==> src/rtl/acpu_ram.sv <==
// Generic single-port RAM: one read per cycle plus a write on enable, registered read data.
// No dependencies.
`default_nettype none

module acpu_ram #(
    parameter int unsigned WIDTH = 8,
    parameter int unsigned DEPTH = 256
) (
    input  wire                      i_clk,
    input  wire                      i_we,
    input  wire [$clog2(DEPTH)-1:0]  i_addr,
    input  wire [WIDTH-1:0]          i_wdata,
    output logic [WIDTH-1:0]         o_rdata
);

    logic [WIDTH-1:0] r_mem [DEPTH];

    // Write on enable, always register the read
    always_ff @(posedge i_clk) begin
        if (i_we) begin
            r_mem[i_addr] <= i_wdata;
        end
        o_rdata <= r_mem[i_addr];
    end

endmodule

`default_nettype wire

==> config.mk <==
export PLATFORM = sky130hd
export DESIGN_NAME = acpu_ram
export DESIGN_NICKNAME = d
export VERILOG_FILES = /design/src/rtl/acpu_ram.sv
export SDC_FILE = /design/constraint.sdc
export NUM_CORES = 2
export LEC_CHECK = 0
export ABC_AREA = 1
export BUFFER_PORTS_ARGS = -buffer_cell sky130_fd_sc_hd__buf_4
export CORE_ASPECT_RATIO = 0.6
export CORE_MARGIN = 2
export CORE_UTILIZATION = 60
export DETAILED_ROUTE_END_ITERATION = 16
export PLACE_DENSITY = 0.77
export SYNTH_ARGS = -nofsm -noshare
export SYNTH_HDL_FRONTEND = slang
export SYNTH_SLANG_ARGS = --single-unit
==> constraint.sdc <==
create_clock -name i_clk -period 2.99 [get_ports i_clk]
set_clock_uncertainty 0.2 [all_clocks]
set_input_delay 0.4485 -clock i_clk [delete_from_list [all_inputs] [get_ports i_clk]]
set_output_delay 0.4485 -clock i_clk [all_outputs]
set_load 0.05 [all_outputs]
==> impl_metrics.csv <==
group,metric,value,unit
synth,ys_seq_area_share,72.66,%
final_layout,num-nets-final,8317,
floorplan,core-area,139800,sq um
floorplan,ios,26,
global_routing,grt_pass1_vias,56620,
placement,dp.cells,10010,
setup_path,critical_path.top_delay_family,"simple AND/OR/NAND/NOR gates",
power_and_ir_drop,leakagePower,38.68,nW
timing,hold_viol,0,
timing,setup_violations,0,
cts,cts_root_buf,"clkbuf_16",
setup_path,critPathRequiredTime,3.46,ns
setup_path,path_cells,"buf_8 > inv_8 > buf_12 > buf_12 > buf_4 > nand2_1 > nand2_1 > nand2_1 > nand2_1 > nand2_1 > nand2_1 > o21ai_1 > nand2_1 > nor2_1 > nor2_1 > nor2_1 > nand2_1",
routing,drc_errors,0,
routing,wl_met2,100.8,mm
run,max_cap_violations,0,
floorplan,rows,106,
synth,ys_warn_count,0,
routing,avgRoutedWirePerCell,22.65,um
timing,tightestPinTransition,0.9656,ns
setup_path,critPathArrivalTime,3.16,ns
cts,clk_pin_slew_worst_paths,0.06,ns
final_layout,syn_to_final_growth,13.09,%
cts,cts_buffers,173,
cts,clkLatencyLatePin,0.82,ns
synth,ys.flop_type,"edfxtp_1",
final_layout,fill_cells,9576,
routing,ant_nets,0,
routing,wl_met1,90.12,mm
setup_path,cp-start-kind,"primary input",
timing,finalMaxSlewViolations,0,
synth,synth_common_cells,"4770 x nand2_1, 2048 x edfxtp_1, 361 x nor2_1",
timing,rsz0062_at_grt,"false",
placement,io_buffers,25,
synth,synth_edf_count,2048,
placement,gp_congestion,0.9776,
status,status,"finished, final reports clean",
timing,setup_tns,0,ns
global_routing,grt_util_all_layers,32.37,%
routing,drtIter0Drc,9606,
synth,yosysMostFrequentCell,"nand2_1",
routing,highest_layer,"met5",
cts,clock-sinks,2056,
floorplan,die-height,295.3,um
routing,wl_met3,36.17,mm
synth,synthArstFlopShare,0,%
global_routing,antenna_found_initial,10,
setup_path,crit_buf_inv,5,
synth,synth_cell_types,18,
setup_path,critPathMaxStageDelay,0.48,ns
synth,ys_ff_latch,2056,
floorplan,die_x,489.5,um
floorplan,die_area,144500,sq um
floorplan,start_util,60.70,%
global_routing,grt_max_degree,144,
cts,tritoncts,"done",
global_routing,overflow,0,
routing,wl,234.0,mm
timing,max_freq,371.3,MHz
synth,synthTopCellsByArea,"edfxtp_1 72%, nand2_1 21%, nor2_1 1.6%",
final_layout,layout.cells.non_filler,10330,
routing,via_per_inst,5.850,
setup_path,path_common_cell,"nand2_1",
power_and_ir_drop,ir_drop,841.1,uV
final_layout,drive_gt1_share,8.881,%
cts,clock_tree.buffer_depth,3,
power_and_ir_drop,power.density,604.9,nW/um^2
cts,postCtsSetupBuffers,0,
synth,syn_inst,8021,
timing,slew_headroom,34.95,%
synth,synth.net_count,8039,
setup_path,path_class,"in2reg",
routing,vias,60440,
synth,yosysTopAreaCellShare,72.47,%
global_routing,grt_pass1_wl,347.9,mm
synth,yosysTopAreaCell,"edfxtp_1",
cts,htree_levels,4,
timing,finalCritPeriodShare,90.08,%
placement,hpwlAfterDp,140.9,mm
timing,period_minus_slack,2.694,ns
synth,synth_area,84860,sq um
setup_path,critPathMaxFanout,34,
setup_path,slowest_stage,"nor2_1",
setup_path,end_kind,"flop",
routing,dr.pass1.iters,7,
cts,ctsResizeCount,0,
min_path,hold_path_class,"in2reg",
synth,syn_area_per_cell,10.58,sq um
worst register-to-register path: stages, from the launching register on:
cell	delay (ns)
edfxtp_1	0.36
nand2_1	0.08
nand2_1	0.08
nand2_1	0.08
nand3_1	0.08
nand2_1	0.09
nand2_1	0.13
o21ai_1	0.23
buf_4	0.14
nand2_1	0.18
nor2_1	0.23
nor2_1	0.06
nor2_1	0.46
nand2_1	0.12
path summary, 6_finish.rpt:
kind,start,end,slack (ns),cells after the start
hold / removal,i_addr[6],o_rdata[3],0.03,6
setup / recovery,i_addr[0],o_rdata[6],0.30,17
hold reg to reg,r_mem[171][0],o_rdata[0],0.69,10
setup reg to reg,r_mem[113][6],o_rdata[6],0.35,13
flip-flops by register name, indices dropped and copies added, names as in the netlist:
name and count:
o_rdata 8, r_mem 2048
layout by cell type (no fill, tap or decap), types with 5 or more instances in the layout:
cell,count
nand2_1,4770
edfxtp_1,2048
buf_4,416
nor2_1,356
nand3_1,188
clkbuf_16,180
o21ai_1,119
buf_12,86
clkbuf_1,45
o21ai_0,41
clkinv_1,41
a21oi_1,32
inv_1,29
clkinv_2,20
bufinv_16,14
buf_8,10
dlygate4sd3_1,8
dfxtp_1,8
diode_2,7
nor2_4,5
timing repair:
| action | 4_1_cts | 5_1_grt |
|---|---|---|
| hold buffers | 8 | 0 |
| endpoints found under the hold margin | 312 | 0 |
| setup endpoints to repair | 0 | 0 |
final cells by class:
class / instances / area (sq um) / share of cell area [%]
sequential: 2056 / 61660 / 64.25
multi-input combinational: 5513 / 21230 / 22.12
timing repair buffer: 520 / 5075 / 5.288
clock buffer: 225 / 4673 / 4.870
tap: 1890 / 2365 / 2.464
clock inverter: 85 / 779.5 / 0.8123
inverter: 35 / 165.2 / 0.1721
antenna: 7 / 17.52 / 0.01825
stage by stage:
step                setup slack, ns  hold WS, ns  cell area (sq um)  util [%]  power [mW]
floorplan                    0.5012       0.3474              84860         -       34.27
global placement            -0.3697       0.6348              90410     64.68       36.08
detailed placement          -0.4279       0.6400              90410     64.68       36.15
CTS                          0.4200     0.001351              95950     68.64       58.02
global route                 0.2819      0.04808              95950     68.64       59.42
finish                       0.2965      0.02960              95960     68.65       58.05
layer usage:
layer	vias up	track usage, %
li1	26880	-
met1	28680	48.18
met2	4434	46.99
met3	450	8.693
met4	2	10.06
met5	-	0
logic make-up after synthesis:
kind of cell	synth area share [%]
and+or+nand+nor	23.84
buffers and inverters	2.362
DFF	72.66
AOI/OAI and AO/OA	1.132
power breakdown:
group          total, mW  switching (mW)  internal, mW
clock               22.4            10.2          12.2
sequential          31.8          0.0374          31.7
combinational       3.90            2.88          1.01
Power figures use the tool's default switching activity.
