File: src/rtl/acpu_pkg.sv
// Shared types and constants for the accumulator processor.
// No dependencies; the ALU and top level refer to this package by scoped names.
`default_nettype none

package acpu_pkg;

    // Memory geometry
    localparam int unsigned MEM_BYTES = 65536;
    localparam int unsigned MEM_AW    = $clog2(MEM_BYTES);

    // Input word operation codes
    localparam logic [1:0] OP_LOAD  = 2'd0;
    localparam logic [1:0] OP_RAISE = 2'd1;
    localparam logic [1:0] OP_STEP  = 2'd2;

    // Instruction opcodes
    localparam logic [7:0] OPC_LDW  = 8'h10;
    localparam logic [7:0] OPC_ADDW = 8'h20;
    localparam logic [7:0] OPC_CMP  = 8'h31;
    localparam logic [7:0] OPC_BLT  = 8'h33;
    localparam logic [7:0] OPC_RET  = 8'h41;
    localparam logic [7:0] OPC_CLI  = 8'h70;
    localparam logic [7:0] OPC_SEI  = 8'h71;
    localparam logic [7:0] OPC_RTI  = 8'h72;
    localparam logic [7:0] OPC_HALT = 8'hFF;

    // Interrupt vector location (big-endian word)
    localparam logic [15:0] VEC_HI_ADDR = 16'hFFFE;
    localparam logic [15:0] VEC_LO_ADDR = 16'hFFFF;

    // Reset value of the stack pointer
    localparam logic [15:0] SP_RESET = 16'hFFFE;

    // Run state as reported on the status field
    typedef enum logic [1:0] {
        RUN_ACTIVE  = 2'd0,
        RUN_HALT    = 2'd1,
        RUN_ILLEGAL = 2'd2
    } t_run;

    // Sequencer states
    typedef enum logic [4:0] {
        S_IDLE,
        S_IRQ0,
        S_IRQ1,
        S_IRQ2,
        S_VEC0,
        S_VEC1,
        S_VEC2,
        S_FETCH,
        S_DECODE,
        S_W0,
        S_W1,
        S_BR,
        S_RET0,
        S_RET1,
        S_RTI0,
        S_RTI1,
        S_RTI2,
        S_DONE
    } t_state;

    // Request to the shared adder
    typedef struct packed {
        logic [15:0] a;
        logic [15:0] b;
        logic        sub;
    } t_alu_req;

endpackage

`default_nettype wire

File: src/rtl/acpu_alu.sv
// Shared 16-bit add/subtract unit used by the sequencer steps.
// Depends on acpu_pkg for the request struct.
`default_nettype none

module acpu_alu (
    input  wire acpu_pkg::t_alu_req i_req,
    output logic [15:0]             o_sum
);

    logic [15:0] w_b;

    // Invert and carry in for subtraction
    assign w_b   = i_req.sub ? ~i_req.b : i_req.b;
    assign o_sum = i_req.a + w_b + {15'd0, i_req.sub};

endmodule

`default_nettype wire

File: config.mk
export PLATFORM = sky130hd
export DESIGN_NAME = acpu_alu
export DESIGN_NICKNAME = d
export VERILOG_FILES = /design/src/rtl/acpu_pkg.sv /design/src/rtl/acpu_alu.sv
export SDC_FILE = /design/constraint.sdc
export NUM_CORES = 1
export LEC_CHECK = 0
export BUFFER_PORTS_ARGS = -buffer_cell sky130_fd_sc_hd__buf_4
export CORE_MARGIN = 8
export CORE_UTILIZATION = 47
export DETAILED_ROUTE_END_ITERATION = 8
export PLACE_DENSITY = 0.95
export RECOVER_POWER = 50
export SYNTH_ARGS = -nofsm -noshare
export SYNTH_HDL_FRONTEND = slang
export SYNTH_SLANG_ARGS = --single-unit
File: constraint.sdc
create_clock -name vclk -period 5.1
set_input_delay 1.53 -clock vclk [all_inputs]
set_output_delay 1.53 -clock vclk [all_outputs]
set_load 0.02 [all_outputs]
==> tab_implementation.tex <==
\begin{tabular}{lr}
\hline
Metric & Value \\
\hline
\multicolumn{2}{l}{\textbf{Status}} \\
Run status & finished clean \\
\multicolumn{2}{l}{\textbf{Global routing}} \\
Global-route wire length before repair & 4150 um \\
Via count of the first global-routing pass & 990 \\
Pin count of the biggest net entering global routing & 17 \\
Total congestion overflow & 0 \\
Antenna violations before repair & 0 \\
GRT Resource Usage Total & 0.141 \\
\multicolumn{2}{l}{\textbf{Floorplan}} \\
Starting Density & 0.498 \\
Floorplan Core Area & 0.00173 mm\^{}2 \\
I/O pin count & 49 \\
Row Count & 15 \\
Overall die width & 58.8 um \\
Die Y & 58.8 um \\
Floorplan die area & 0.00345 mm\^{}2 \\
\multicolumn{2}{l}{\textbf{Pwr}} \\
Power density over cell area & 229 mW/mm\^{}2 \\
Static leakage & 0.584 nW \\
Worst IR drop on VDD & 124 uV \\
\multicolumn{2}{l}{\textbf{Critical path}} \\
CP max-delay cell & sky130\_fd\_sc\_hd\_\_fa\_1 \\
Largest driver fanout on the critical path & 16 \\
List of cells traversed by the critical path & buf\_4, mux2i\_4, inv\_1, fa\_1, a21oi\_2, o21bai\_1, a21oi\_1, o21ai\_0, xor2\_1, buf\_4 \\
Peak per-stage delay on the critical path & 0.42 ns \\
Data required time at the worst endpoint & 3.57 ns \\
Type of element launching the critical path & input port \\
Worst setup path category & input port to primary output \\
Kind of end point of the critical path & primary output \\
Arrival time at the worst endpoint & 3.42 ns \\
Worst path most repeated cell & sky130\_fd\_sc\_hd\_\_buf\_4 \\
\multicolumn{2}{l}{\textbf{Timing}} \\
Fin Setup TNS & 0 ns \\
Final period utilization & 0.970 \\
Count of final hold-check violations & 0 \\
Final setup violation count & 0 \\
Worst Tran Pin Value & 0.300 ns \\
Highest achievable clock rate & 0.202 GHz \\
Unrepaired setup endpoints after global routing & no \\
Worst hold slack & 3.40 ns \\
Number of max-slew violations in the final report & 0 \\
Relative slew slack & 0.798 \\
Time the final worst path needs with I/O delays and setup & 4.95 ns \\
\multicolumn{2}{l}{\textbf{Route}} \\
DR pass1 iterations & 4 \\
Routed vias & 1000 \\
Remaining DRCs & 0 \\
Sum of met3 wire segment lengths after detailed routing & 168 um \\
Top sig layer & met4 \\
WL/cell & 14.3 um \\
DRT iter0 DRCs & 27 \\
Detail Route Antenna Nets & 0 \\
Length of routed met2 wiring & 1460 um \\
Met1 Wirelength & 998 um \\
Post-Route WL & 2640 um \\
Mean number of vias per cell & 5.41 \\
\multicolumn{2}{l}{\textbf{Logic synthesis}} \\
Number of nets produced by synthesis & 164 \\
Portion of netlist area occupied by mux cells & 0.0160 \\
Instance count of the mapped netlist & 115 \\
Post-synthesis sequential area ratio & 0 \\
Simple-gate portion of the synthesized area & 0.105 \\
Largest family of logic cells by synthesized area & XOR/XNOR gates \\
Warnings from Yosys & 0 \\
Xor/xnor share of the synthesized area & 0.316 \\
Post-synthesis cell area & 860 um\^{}2 \\
Count of distinct cell types in the synthesized netlist & 27 \\
Compound-gate portion of the synthesized area & 0.282 \\
Syn Area/Cell & 7.47 um\^{}2 \\
Adder and majority cell fraction of the synthesized area & 0.242 \\
\multicolumn{2}{l}{\textbf{Cells and area}} \\
Area added between synthesis and finish & 44.3\% \\
Clock buffer instance count of the final layout & 0 \\
Commonest cells after routing, fill and taps aside & 45 x sky130\_fd\_sc\_hd\_\_buf\_4, 24 x sky130\_fd\_sc\_hd\_\_xor2\_1, 14 x sky130\_fd\_sc\_hd\_\_a21oi\_1, 14 x sky130\_fd\_sc\_hd\_\_ha\_1, 10 x sky130\_fd\_sc\_hd\_\_nand2\_1 \\
Register area & 0 um\^{}2 \\
Post-route insts no fill & 185 \\
Count of flip-flops and latches & 0 \\
Most common cell after layout, fill and taps aside & sky130\_fd\_sc\_hd\_\_buf\_4 \\
Number of antenna cells inserted & 0 \\
Layout cell share with drive strength beyond 1 & 0.325 \\
Final nets & 211 \\
\multicolumn{2}{l}{\textbf{Job}} \\
Number of max-capacitance violations reported & 0 \\
\multicolumn{2}{l}{\textbf{Place}} \\
Final weighted congestion in routability-driven placement & 0.947 \\
Count of placed standard cells including taps & 185 \\
Placed wire-length estimate after detailed placement & 2300 um \\
Number of buffer cells added on primary ports & 49 \\
\multicolumn{2}{l}{\textbf{Clock tree}} \\
Post CTS Setup Buffer Count & 0 \\
\multicolumn{2}{l}{\textbf{Min path}} \\
Class of the tightest hold or removal check & input port to primary output \\
\hline
\end{tabular}
-- synth_stat cells, drive strengths merged, types with 2 or more instances --
cell type  instances  share of area
a21oi             16          0.093
buf                3          0.020
ha                15           0.22
inv                3          0.013
nand2             10          0.044
nand3              2          0.012
nor2               5          0.022
nor4               2          0.015
o21ai              9          0.052
o21bai             4          0.039
o31ai              3          0.026
xnor2              7          0.071
xor2              24           0.24
-- path summary, 6_finish.rpt --
path,cells past startpoint,start,end
worst min-delay path,3,i_req[1],o_sum[0]
worst max-delay path,10,i_req[0],o_sum[8]
-- through the flow --
| step | power [mW] | utilization | worst slack [ns] | cell area, um^2 |
|---|---|---|---|---|
| finish | 0.284 | 0.718 | 0.153 | 1240 |
| global route | 0.308 | 0.718 | 0.0247 | 1240 |
| CTS | 0.289 | 0.716 | 0.0525 | 1240 |
| floorplan | 0.182 | - | 0.0835 | 860 |
| global placement | 0.281 | 0.716 | 0.157 | 1240 |
| detailed placement | 0.288 | 0.716 | 0.0692 | 1240 |
-- worst max-delay path: cells and delay by family --
kind                       cells  cell delay, ns
xor gates and xnor gates       1            0.17
AOI/OAI and AO/OA              4            0.65
muxes                          1            0.20
buffers and inverters          3            0.45
adders and majority gates      1            0.42
-- layout make-up --
type	count	area [um^2]
Fill cell	153	487
Inverter	3	11.3
Multi-Input combinational cell	108	845
Tap cell	25	31.3
Timing Repair Buffer	49	353
-- where the power goes --
part	internal, mW	switching [mW]	total [mW]
logic	0.123	0.161	0.284
registers	0	0	0
clock network	0	0	0
total	0.123	0.161	0.284
-- per-layer routing --
metal | vias to the layer above | track usage
met5 | - | 0
li1 | 505 | -
met3 | 2 | 0.0152
met1 | 456 | 0.149
met2 | 37 | 0.293
met4 | 0 | 0.0102
-- cells by family after synthesis --
group / Yosys count
compound gates: 39
xor+xnor: 31
simple gates: 21
fa+ha+maj: 16
buf+inv: 7
mux: 1
-- what timing repair did --
item                       4_1_cts  5_1_grt
setup endpoints to repair        0        5
hold buffers                     0        0
gates resized for setup          0        5
No activity file was read; power rests on OpenSTA's default activity.
